$ cat src/rtl/core/tsp_pkg.sv
`default_nettype none
package tsp_pkg;

    localparam int BLOCK_BYTES  = 512;
    localparam int SIZE_BITS    = 48;
    localparam int QUEUE_DEPTH  = 4;
    localparam int FIELD_BITS   = 48;

    localparam logic [1:0] KIND_ENTRY = 2'd0;
    localparam logic [1:0] KIND_END   = 2'd1;
    localparam logic [1:0] KIND_ERROR = 2'd2;

    localparam logic [2:0] ERR_NONE     = 3'd0;
    localparam logic [2:0] ERR_BOUNDS   = 3'd1;
    localparam logic [2:0] ERR_NO_END   = 3'd2;
    localparam logic [2:0] ERR_CHECKSUM = 3'd3;
    localparam logic [2:0] ERR_MAGIC    = 3'd4;
    localparam logic [2:0] ERR_PAX      = 3'd5;
    localparam logic [2:0] ERR_TYPE     = 3'd6;

    typedef struct packed {
        logic [7:0] data_byte;
        logic       is_last;
    } t_in_word;

    typedef struct packed {
        logic [1:0]            event_kind;
        logic [3:0]            entry_type;
        logic [FIELD_BITS-1:0] entry_size;
        logic [FIELD_BITS-1:0] data_offset;
        logic [2:0]            error_code;
        logic                  is_final;
    } t_out_word;

    typedef struct packed {
        logic [1:0] count;
        t_out_word  ev0;
        t_out_word  ev1;
    } t_push;

endpackage
`default_nettype wire

$ cat src/rtl/core/tsp_front.sv
`default_nettype none
module tsp_front #(
    parameter int SIZE_BITS = tsp_pkg::SIZE_BITS
) (
    input  wire logic              i_clk,
    input  wire logic              i_rst_n,
    input  wire logic              i_accept,
    input  wire tsp_pkg::t_in_word i_word,
    output tsp_pkg::t_push         o_push
);
    localparam int FB = tsp_pkg::FIELD_BITS;
    localparam logic [SIZE_BITS-1:0] SZ_MAX = {SIZE_BITS{1'b1}};
    localparam logic [23:0] LEN_MAX = 24'hFFFFFF;
    localparam logic [8:0] LAST_IDX = 9'(tsp_pkg::BLOCK_BYTES - 1);

    typedef enum logic [2:0] {
        PH_HEADER, PH_SKIP, PH_PAXLEN, PH_PAXKEY, PH_PAXVAL, PH_ENDCHK
    } t_phase;

    t_phase                r_phase, n_phase;
    logic [8:0]            r_idx, n_idx;
    logic [47:0]           r_off, n_off;
    logic [16:0]           r_sum, n_sum;
    logic [23:0]           r_chk, n_chk;
    logic [SIZE_BITS-1:0]  r_hsize, n_hsize;
    logic [3:0]            r_flags, n_flags;
    logic                  r_chk_st, n_chk_st, r_size_st, n_size_st;
    logic [7:0]            r_type, n_type;
    logic [SIZE_BITS-1:0]  r_skip, n_skip;
    logic [SIZE_BITS-1:0]  r_pad, n_pad;
    logic [23:0]           r_len, n_len;
    logic [23:0]           r_dig, n_dig;
    logic [2:0]            r_km, n_km;
    logic [SIZE_BITS-1:0]  r_val, n_val;
    logic [SIZE_BITS-1:0]  r_local, n_local;
    logic [SIZE_BITS-1:0]  r_global, n_global;
    logic                  r_halted, n_halted;

    function automatic logic [SIZE_BITS-1:0] sat8(input logic [SIZE_BITS-1:0] a,
                                                  input logic [3:0] d);
        logic [SIZE_BITS+3:0] w;
        w = {1'b0, a, 3'b000} + (SIZE_BITS+4)'(d);
        return (w > (SIZE_BITS+4)'(SZ_MAX)) ? SZ_MAX : w[SIZE_BITS-1:0];
    endfunction

    function automatic logic [SIZE_BITS-1:0] sat10(input logic [SIZE_BITS-1:0] a,
                                                   input logic [3:0] d);
        logic [SIZE_BITS+3:0] w;
        w = {1'b0, a, 3'b000} + {3'b000, a, 1'b0} + (SIZE_BITS+4)'(d);
        return (w > (SIZE_BITS+4)'(SZ_MAX)) ? SZ_MAX : w[SIZE_BITS-1:0];
    endfunction

    function automatic logic [7:0] magic_char(input logic [8:0] i);
        case (i)
            9'd257:  return 8'h75;
            9'd258:  return 8'h73;
            9'd259:  return 8'h74;
            9'd260:  return 8'h61;
            9'd261:  return 8'h72;
            default: return 8'h00;
        endcase
    endfunction

    function automatic logic [7:0] key_char(input logic [2:0] i);
        case (i)
            3'd0:    return 8'h73;
            3'd1:    return 8'h69;
            3'd2:    return 8'h7A;
            3'd3:    return 8'h65;
            default: return 8'h00;
        endcase
    endfunction

    function automatic logic [FB-1:0] to_field(input logic [SIZE_BITS-1:0] v);
        logic [63:0] t;
        t = 64'(v);
        return t[FB-1:0];
    endfunction

    logic [7:0] b;
    logic       is_sp, is_oct, is_dig;
    logic [3:0] dv;
    logic       enter, perr, do_commit;
    t_phase     enter_phase;
    logic [2:0] c_km;
    logic [SIZE_BITS-1:0] c_val;
    logic [2:0] err;
    logic [1:0] k;
    tsp_pkg::t_out_word ev [2];
    logic [SIZE_BITS-1:0] rnd_in, rnd_out, sel_size;
    logic [SIZE_BITS:0]   rnd_sum;
    logic [24:0] used;
    logic [23:0] lenm;
    logic [27:0] lw;

    // block round-up, saturating at the size maximum
    always_comb begin
        rnd_sum = {1'b0, rnd_in} + (SIZE_BITS+1)'(10'd512 - {1'b0, rnd_in[8:0]});
        if (rnd_in[8:0] == 9'd0) begin
            rnd_out = rnd_in;
        end else if (rnd_sum > (SIZE_BITS+1)'(SZ_MAX)) begin
            rnd_out = SZ_MAX;
        end else begin
            rnd_out = rnd_sum[SIZE_BITS-1:0];
        end
    end

    always_comb begin
        n_phase = r_phase;   n_idx = r_idx;       n_off = r_off;
        n_sum = r_sum;       n_chk = r_chk;       n_hsize = r_hsize;
        n_flags = r_flags;   n_chk_st = r_chk_st; n_size_st = r_size_st;
        n_type = r_type;     n_skip = r_skip;     n_pad = r_pad;
        n_len = r_len;       n_dig = r_dig;       n_km = r_km;
        n_val = r_val;       n_local = r_local;   n_global = r_global;
        n_halted = r_halted;
        b = i_word.data_byte;
        is_sp = (b == 8'h20) || (b >= 8'd9 && b <= 8'd13);
        is_oct = (b >= 8'h30 && b <= 8'h37);
        is_dig = (b >= 8'h30 && b <= 8'h39);
        dv = 4'(b - 8'h30);
        enter = 1'b0;
        enter_phase = PH_HEADER;
        perr = 1'b0;
        do_commit = 1'b0;
        c_km = r_km;
        c_val = r_val;
        err = tsp_pkg::ERR_NONE;
        k = 2'd0;
        ev[0] = '0;
        ev[1] = '0;
        used = 25'(r_dig) + 25'd1;
        lenm = r_len - 24'd1;
        lw = 28'd0;
        sel_size = (r_local != '0) ? r_local : (r_global != '0) ? r_global : r_hsize;
        rnd_in = sel_size;

        if (i_accept && !r_halted) begin
            n_off = r_off + 48'd1;
            case (r_phase)
                PH_HEADER, PH_ENDCHK: begin
                    if (b != 8'd0) n_flags[0] = 1'b1;
                    if (r_idx >= 9'd148 && r_idx < 9'd156) begin
                        n_sum = r_sum + 17'd32;
                        if (!r_flags[2] && !(!r_chk_st && is_sp)) begin
                            if (is_oct) begin
                                n_chk_st = 1'b1;
                                lw = {1'b0, r_chk, 3'b000} + 28'(dv);
                                n_chk = (lw > 28'(LEN_MAX)) ? LEN_MAX : lw[23:0];
                            end else begin
                                n_flags[2] = 1'b1;
                            end
                        end
                    end else begin
                        n_sum = r_sum + 17'(b);
                    end
                    if (r_idx >= 9'd124 && r_idx < 9'd136) begin
                        if (!r_flags[3] && !(!r_size_st && is_sp)) begin
                            if (is_oct) begin
                                n_size_st = 1'b1;
                                n_hsize = sat8(r_hsize, dv);
                            end else begin
                                n_flags[3] = 1'b1;
                            end
                        end
                    end
                    if (r_idx == 9'd156) n_type = b;
                    if (r_idx >= 9'd257 && r_idx < 9'd263 && b != magic_char(r_idx)) begin
                        n_flags[1] = 1'b1;
                    end
                    if (n_type == 8'h78 || n_type == 8'h67) rnd_in = n_hsize;

                    if (r_idx < LAST_IDX) begin
                        n_idx = r_idx + 9'd1;
                    end else if (r_phase == PH_ENDCHK) begin
                        if (n_flags[0]) begin
                            err = tsp_pkg::ERR_NO_END;
                        end else begin
                            ev[0].event_kind = tsp_pkg::KIND_END;
                            k = 2'd1;
                        end
                        n_halted = 1'b1;
                    end else if (!n_flags[0]) begin
                        enter = 1'b1;
                        enter_phase = PH_ENDCHK;
                    end else if (24'(n_sum) != n_chk) begin
                        err = tsp_pkg::ERR_CHECKSUM;
                    end else if (n_flags[1]) begin
                        err = tsp_pkg::ERR_MAGIC;
                    end else if (n_type == 8'h78 || n_type == 8'h67) begin
                        n_skip = rnd_out;
                        n_pad = rnd_out - n_hsize;
                        n_phase = PH_PAXLEN;
                        n_len = '0; n_val = '0; n_km = '0; n_dig = '0;
                        if (rnd_out == '0) enter = 1'b1;
                    end else if (n_type >= 8'h30 && n_type <= 8'h39) begin
                        ev[0].event_kind = tsp_pkg::KIND_ENTRY;
                        ev[0].entry_type = 4'(n_type - 8'h30);
                        ev[0].entry_size = to_field(sel_size);
                        ev[0].data_offset = n_off;
                        k = 2'd1;
                        n_local = '0;
                        n_skip = rnd_out;
                        if (rnd_out == '0) enter = 1'b1;
                        else n_phase = PH_SKIP;
                    end else begin
                        err = tsp_pkg::ERR_TYPE;
                    end
                end
                PH_SKIP: begin
                    n_skip = r_skip - SIZE_BITS'(1);
                    if (n_skip == '0) enter = 1'b1;
                end
                default: begin
                    case (r_phase)
                        PH_PAXLEN: begin
                            if (is_dig) begin
                                lw = {1'b0, r_len, 3'b000} + {3'b000, r_len, 1'b0} + 28'(dv);
                                n_len = (lw > 28'(LEN_MAX)) ? LEN_MAX : lw[23:0];
                                if (r_dig < LEN_MAX) n_dig = r_dig + 24'd1;
                            end else if (used >= 25'(r_len)) begin
                                perr = 1'b1;
                            end else begin
                                n_len = r_len - used[23:0];
                                n_dig = '0; n_val = '0; n_km = '0;
                                n_phase = PH_PAXKEY;
                            end
                        end
                        PH_PAXKEY: begin
                            n_len = lenm;
                            if (b == 8'h3D) begin
                                n_km = (r_km == 3'd4) ? 3'd4 : 3'd5;
                                n_val = '0;
                                n_phase = PH_PAXVAL;
                                if (lenm == 24'd0) begin
                                    do_commit = 1'b1;
                                    c_km = n_km;
                                    c_val = '0;
                                    n_phase = PH_PAXLEN;
                                    n_len = '0; n_val = '0; n_km = '0; n_dig = '0;
                                end
                            end else begin
                                if (r_km < 3'd4 && b == key_char(r_km)) n_km = r_km + 3'd1;
                                else n_km = 3'd5;
                                if (lenm == 24'd0) perr = 1'b1;
                            end
                        end
                        default: begin
                            if (r_km == 3'd4) begin
                                if (is_dig) n_val = sat10(r_val, dv);
                                else n_km = 3'd6;
                            end
                            n_len = lenm;
                            if (lenm == 24'd0) begin
                                do_commit = 1'b1;
                                c_km = n_km;
                                c_val = n_val;
                                n_phase = PH_PAXLEN;
                                n_len = '0; n_val = '0; n_km = '0; n_dig = '0;
                            end
                        end
                    endcase
                    n_skip = r_skip - SIZE_BITS'(1);
                    if (!perr && n_skip == r_pad) begin
                        if (n_phase == PH_PAXKEY) begin
                            perr = 1'b1;
                        end else if (n_phase == PH_PAXLEN && n_dig != '0) begin
                            perr = 1'b1;
                        end else begin
                            if (n_phase == PH_PAXVAL) begin
                                do_commit = 1'b1;
                                c_km = n_km;
                                c_val = n_val;
                            end
                            if (r_pad == '0) begin
                                enter = 1'b1;
                            end else begin
                                n_phase = PH_SKIP;
                                n_skip = r_pad;
                            end
                        end
                    end
                    if (perr) err = tsp_pkg::ERR_PAX;
                    if (do_commit && (c_km == 3'd4 || c_km == 3'd6)) begin
                        if (r_type == 8'h78) n_local = c_val;
                        else n_global = c_val;
                    end
                end
            endcase

            if (enter) begin
                n_phase = enter_phase;
                n_idx = '0; n_sum = '0; n_chk = '0; n_hsize = '0;
                n_flags = '0; n_chk_st = 1'b0; n_size_st = 1'b0; n_type = '0;
            end
            if (err != tsp_pkg::ERR_NONE) begin
                ev[k[0]].event_kind = tsp_pkg::KIND_ERROR;
                ev[k[0]].error_code = err;
                k = k + 2'd1;
                n_halted = 1'b1;
            end
            if (!n_halted && i_word.is_last) begin
                ev[k[0]].event_kind = tsp_pkg::KIND_ERROR;
                ev[k[0]].error_code = tsp_pkg::ERR_BOUNDS;
                k = k + 2'd1;
                n_halted = 1'b1;
            end
            if (k == 2'd1) ev[0].is_final = 1'b1;
            if (k == 2'd2) ev[1].is_final = 1'b1;
        end
        o_push.count = k;
        o_push.ev0 = ev[0];
        o_push.ev1 = ev[1];
    end

    always_ff @(posedge i_clk) begin
        if (!i_rst_n) begin
            r_phase <= PH_HEADER; r_idx <= '0;    r_off <= '0;
            r_sum <= '0;         r_chk <= '0;     r_hsize <= '0;
            r_flags <= '0;       r_chk_st <= 1'b0; r_size_st <= 1'b0;
            r_type <= '0;        r_skip <= '0;    r_pad <= '0;
            r_len <= '0;         r_dig <= '0;     r_km <= '0;
            r_val <= '0;         r_local <= '0;   r_global <= '0;
            r_halted <= 1'b0;
        end else begin
            r_phase <= n_phase;  r_idx <= n_idx;  r_off <= n_off;
            r_sum <= n_sum;      r_chk <= n_chk;  r_hsize <= n_hsize;
            r_flags <= n_flags;  r_chk_st <= n_chk_st; r_size_st <= n_size_st;
            r_type <= n_type;    r_skip <= n_skip; r_pad <= n_pad;
            r_len <= n_len;      r_dig <= n_dig;  r_km <= n_km;
            r_val <= n_val;      r_local <= n_local; r_global <= n_global;
            r_halted <= n_halted;
        end
    end
endmodule
`default_nettype wire

$ cat src/rtl/core/tsp_queue.sv
`default_nettype none
module tsp_queue (
    input  wire logic               i_clk,
    input  wire logic               i_rst_n,
    input  wire tsp_pkg::t_push     i_push,
    input  wire logic               i_pop,
    output tsp_pkg::t_out_word      o_data,
    output logic                    o_valid,
    output logic                    o_no_room
);
    localparam int D  = tsp_pkg::QUEUE_DEPTH;
    localparam int PW = $clog2(D);

    tsp_pkg::t_out_word r_mem [D];
    logic [PW-1:0] r_wp, r_rp;
    logic [PW:0]   r_cnt;
    logic [PW-1:0] wp1;

    assign wp1 = r_wp + PW'(1);
    assign o_data = r_mem[r_rp];
    assign o_valid = (r_cnt != '0);
    // keep room for the two words one byte can cause
    assign o_no_room = (r_cnt > (PW+1)'(D - 2));

    always_ff @(posedge i_clk) begin
        if (i_push.count != 2'd0) r_mem[r_wp] <= i_push.ev0;
        if (i_push.count == 2'd2) r_mem[wp1] <= i_push.ev1;
    end

    always_ff @(posedge i_clk) begin
        if (!i_rst_n) begin
            r_wp <= '0;
            r_rp <= '0;
            r_cnt <= '0;
        end else begin
            r_wp <= r_wp + PW'(i_push.count);
            if (i_pop) r_rp <= r_rp + PW'(1);
            r_cnt <= r_cnt + (PW+1)'(i_push.count) - (PW+1)'(i_pop);
        end
    end
endmodule
`default_nettype wire

$ cat src/rtl/core/tsp_back.sv
`default_nettype none
module tsp_back (
    input  wire logic               i_clk,
    input  wire logic               i_rst_n,
    input  wire tsp_pkg::t_out_word i_data,
    input  wire logic               i_valid,
    output logic                    o_pop,
    output logic                    o_out_valid,
    output tsp_pkg::t_out_word      o_out_data,
    input  wire logic               i_out_stall
);
    logic               r_valid;
    tsp_pkg::t_out_word r_data;

    // advance when the register is empty or its word is taken
    assign o_pop = i_valid && (!r_valid || !i_out_stall);
    assign o_out_valid = r_valid;
    assign o_out_data = r_data;

    always_ff @(posedge i_clk) begin
        if (!i_rst_n) begin
            r_valid <= 1'b0;
        end else if (!r_valid || !i_out_stall) begin
            r_valid <= i_valid;
        end
    end

    always_ff @(posedge i_clk) begin
        if (o_pop) r_data <= i_data;
    end
endmodule
`default_nettype wire

$ cat src/rtl/core/tar_stream_header_parser_unit.sv
// Takes one archive byte per cycle, back to back while not stalled; the parser state is
// registered. A result word is written into the queue when its byte is accepted and then
// passes the output register. Throughput: one byte per cycle in, one result word per cycle
// out while not stalled, through a 4-word queue. The input stalls only while the queue lacks
// room for two words. Reset is synchronous, active low; after an error or the end marker
// bytes are dropped until reset.
`default_nettype none
module tar_stream_header_parser_unit #(
    parameter int SIZE_BITS = tsp_pkg::SIZE_BITS
) (
    input  wire logic               i_clk,
    input  wire logic               i_rst_n,
    input  wire logic               i_in_valid,
    input  wire tsp_pkg::t_in_word  i_in_data,
    output logic                    o_in_stall,
    output logic                    o_out_valid,
    output tsp_pkg::t_out_word      o_out_data,
    input  wire logic               i_out_stall
);
    tsp_pkg::t_push     push;
    tsp_pkg::t_out_word q_data;
    logic               q_valid, q_pop, no_room, accept;

    assign o_in_stall = no_room;
    assign accept = i_in_valid && !no_room;

    tsp_front #(.SIZE_BITS(SIZE_BITS)) u_front (
        .i_clk(i_clk), .i_rst_n(i_rst_n), .i_accept(accept),
        .i_word(i_in_data), .o_push(push)
    );

    tsp_queue u_queue (
        .i_clk(i_clk), .i_rst_n(i_rst_n), .i_push(push), .i_pop(q_pop),
        .o_data(q_data), .o_valid(q_valid), .o_no_room(no_room)
    );

    tsp_back u_back (
        .i_clk(i_clk), .i_rst_n(i_rst_n), .i_data(q_data), .i_valid(q_valid),
        .o_pop(q_pop), .o_out_valid(o_out_valid), .o_out_data(o_out_data),
        .i_out_stall(i_out_stall)
    );

    a_push_needs_accept: assert property (@(posedge i_clk) disable iff (!i_rst_n)
        push.count != 2'd0 |-> accept)
        else $error("result pushed without an accepted byte");

    a_second_is_error: assert property (@(posedge i_clk) disable iff (!i_rst_n)
        push.count == 2'd2 |-> push.ev1.event_kind == tsp_pkg::KIND_ERROR
                               && !push.ev0.is_final && push.ev1.is_final)
        else $error("bad second result of a byte");

    a_no_pop_empty: assert property (@(posedge i_clk) disable iff (!i_rst_n)
        q_pop |-> q_valid)
        else $error("queue popped while empty");

    a_kind_range: assert property (@(posedge i_clk) disable iff (!i_rst_n)
        o_out_valid |-> o_out_data.event_kind != 2'd3)
        else $error("invalid event kind");
endmodule
`default_nettype wire

$ cat config.mk
export PLATFORM = sky130hd
export DESIGN_NAME = tar_stream_header_parser_unit
export DESIGN_NICKNAME = d
export VERILOG_FILES = /design/src/rtl/core/tsp_pkg.sv /design/src/rtl/core/tsp_front.sv /design/src/rtl/core/tsp_queue.sv /design/src/rtl/core/tsp_back.sv /design/src/rtl/core/tar_stream_header_parser_unit.sv
export SDC_FILE = /design/constraint.sdc
export NUM_CORES = 2
export LEC_CHECK = 0
export ABC_AREA = 1
export BUFFER_PORTS_ARGS = -buffer_cell sky130_fd_sc_hd__buf_2
export CAP_MARGIN = 0
export CORE_MARGIN = 10
export CORE_UTILIZATION = 55
export CTS_CLUSTER_DIAMETER = 200
export DETAILED_ROUTE_END_ITERATION = 8
export PLACE_DENSITY = 0.81
export SLEW_MARGIN = 5
export SYNTH_ARGS = -nofsm -noshare
export SYNTH_HDL_FRONTEND = slang
export SYNTH_SLANG_ARGS = --single-unit
$ cat constraint.sdc
create_clock -name i_clk -period 9.5 [get_ports i_clk]
set_input_delay 1.9 -clock i_clk [delete_from_list [all_inputs] [get_ports i_clk]]
set_output_delay 1.9 -clock i_clk [all_outputs]
set_load 0.01 [all_outputs]
==> results.md <==
- Status: finished, final reports clean
- Gate Count Post-Synth: just under 10000
- Synth unique cells: 76
- Largest net degree at the start of global routing: roughly 170
- Internal power: 8270 uW
- HPWL after detailed placement: 171 mm
- Gpl congestion: 1.04
- Register area share after synthesis: 0.362
- Setup TNS: 0 ns
- RSZ-0062 raised after global routing: no
- Final setup viols: 0
- Asr flop ratio synth: 0
- Post-Syn Area per Cell: just over 7 sq um
- Hold path depth: 2
- Leading post-synthesis cells by cell area: edfxtp_1, dfxtp_1, nand2_1, a21oi_1, nor2_1
- Post-layout util: 0.602
- Final Instance Count excl. Fillers: 11500
- FF+latch count, synth: approximately 1000
- Clock Latency Late Sink: between 0.7 and 0.8 ns
- Reg2reg start: u_front.r_dig[0]
- Slew Limit Fails: 0
- P_sw: 3720 uW
- Slowest CP cell: ha_1
- Maximum clock path buffer count: 3
- Vias: 70300
- Critical Path Start Type: input pin
- Fillcell total: between 10000 and 15000
- Most frequent cells after synthesis: nand2_1, a21oi_1, nor2_1
- Synth Flop Type: edfxtp_1
- Max VDD drop: 0.153 mV
- Ports: approximately 120
- Most used cell, CP: nand2_1
- Final Skew: approximately 0.07 ns
- WL final: 241 mm
- Share of total power in the clock network: 0.378
- Leakage: roughly 0.033 uW
- Final instance area: around 76000 sq um
- Die width: roughly 380 microns
- Total Routing Usage GR: 0.326
- ANT nets after route: 0
- CP endpoint kind: flip-flop
- Worst path required time: between 10 and 15 ns
- Layout cells sized above 1: 0.0737
- Slew margin rel.: 0.200
- Sequential Power Share: 0.439
- Die H: between 300 and 400 microns
- Least-Margin Pin Slew: 1.20 ns
- Crit share post-route: 0.916
- Syn_nets: about 10000
- Max_cap viols: 0
- Crit path kind: input pin to flip-flop
- Initial Util: 0.554
- Synth area leader: edfxtp_1
- Worst hold path class: flip-flop to flip-flop
- H-tree levels: 3
- Power Density: 159 nW/um^2
- Placed cells: 11300
- Remaining DRCs: 0
- Reg area: approximately 25000 sq um
- Area delta synth->final: 8.68%
- Root Buffer: clkbuf_16
- Starting DRT DRC Count: between 8000 and 9000
- Site row count: between 100 and 150
- Drt pass-1 iters: 7
- Port bufs: 120
- CP Max Fanout: 5
- Maximum clock rate: around 110 MHz
- Initial antenna violation count: 10
- Switching share of total power: 0.310
- Cts bufs inserted: 107
- Nets: roughly 10000
- Area of the multi-input gates: between 30000 and 40000 sq um
- Post-synth EDFFs: 530
- First-pass GRT wire length: ~370 mm
- Placed instance area: between 70000 and 80000 sq um
- Reg2reg end: u_queue.r_mem[2][49]
- Core box area: ~130000 sq um
- Comb pwr share: 0.183
- Worst Hold Path EP: u_front.r_size_st
- Reg2reg path depth: 42
- Count leader, synth: nand2_1
- Full die area: about 140000 sq um
- Ys Warns: 0
- Post-CTS sizing: 0
- Clock Sinks: ~1000
- Total setup buffers inserted after CTS: 0
- Post-Syn Area: 69500 sq um
- CTS tree: done
- Final Hold Viols: 0
- WL/cell: ~21 microns
- Synth top area share: 0.229
- Total grt overflow: 0
- Vias in the first global route: around 66000
- Tmin final: just under 9 ns
- Crit path largest cell delay: 0.32 ns
- Worst EP arrival: 9.35 ns
- R2r setup slk: roughly 1.3 ns
- Hold_sp: u_front.r_size_st
- Clock Pin Slew Worst Setup and Hold Paths: ~0.070 ns
- Final Total Pwr: approximately 12000 uW
- Vias/cell: around 6
- CTS Hold Buffers Added: 0
[layout make-up]
class	count	share of cell area
inverters	1050	0.0524
clock buffers	144	0.0397
flip-flops and latches	993	0.333
repair buffers	337	0.0330
diodes	3	0.0000993
clock inverters	57	0.0110
multi-input cells	7226	0.503
well taps	1650	0.0273
[placed cells by master, fill, tap and decap left out, drive strengths merged, types with 284 or more instances in the layout]
| cell type | count |
|---|---|
| inv | 1048 |
| a21oi | 1142 |
| nand2 | 1940 |
| o21ai | 692 |
| ha | 284 |
| nand3 | 658 |
| nor2 | 1145 |
| dfxtp | 463 |
| edfxtp | 530 |
| buf | 337 |
[power by group through the flow]
| stage | combinational, uW | clock (uW) | sequential [uW] |
|---|---|---|---|
| 2_1_floorplan | 1240 | 0 | 5480 |
| 6_report | 2190 | 4540 | 5260 |
| 4_1_cts | 2190 | 4560 | 5270 |
| 3_3_place_gp | 2130 | 0 | 5330 |
| 3_5_place_dp | 2180 | 0 | 5350 |
| 5_1_grt | 2380 | 4740 | 5300 |
[worst max-delay path, delay by kind of cell]
family	cells	cell delay, ns
simple gates	27	2.84
buf+inv	6	0.74
fa+ha+maj	5	1.23
xor+xnor	1	0.19
compound gates	15	2.44
[metrics by stage]
step / worst slack [ns] / hold WS [ns]
after floorplan: 0.307 / 0.430
after global placement: 0.146 / 0.438
after detailed placement: 0.0182 / 0.456
after CTS: 0.706 / 0.466
after global routing: 0.0259 / 0.486
final: 0.799 / 0.464
[kinds of logic after synthesis]
group           share of synthesized area
simple gates                        0.266
mux                               0.00115
flops                               0.362
xor+xnor                           0.0389
compound gates                      0.185
fa+ha+maj                          0.0534
buf+inv                            0.0936
[sequential cells by signal, indices dropped and copies added, names as in the netlist, 4 cells and up]
register and flops:
u_front.r_idx 9, u_front.r_chk 24, u_front.r_sum 17, u_front.r_len 24, u_front.r_type 8, u_front.r_local 48
u_front.r_hsize 48, u_front.r_val 48, u_back.o_out_data 106, u_front.r_skip 48, u_queue.r_mem 424, u_front.r_pad 48
u_front.r_dig 24, u_front.r_off 48, u_front.r_global 48, u_front.r_flags 4
[worst max-delay path by stage]
stage / slack [ns] / to / from / depth (start not counted)
6_report: 0.80 / u_front.r_pad[45] / i_in_data[4] / 54
5_1_grt: 0.03 / u_front.r_pad[45] / i_in_data[4] / 54
4_1_cts: 0.71 / u_front.r_pad[45] / i_in_data[4] / 54
3_5_place_dp: 0.02 / u_front.r_pad[47] / i_in_data[4] / 50
3_3_place_gp: 0.15 / u_front.r_pad[43] / i_in_data[4] / 50
2_1_floorplan: 0.31 / u_front.r_pad[43] / i_in_data[4] / 51
[metal layers]
layer / global-route usage / vias to the layer above / share of wire
met4: 0.157 / 12 / 0.049
met2: 0.532 / 3704 / 0.46
met5: 0 / - / 0.00031
met1: 0.418 / 32800 / 0.39
li1: - / 33100 / -
met3: 0.0546 / 671 / 0.096
No activity file was read; power rests on OpenSTA's default activity.
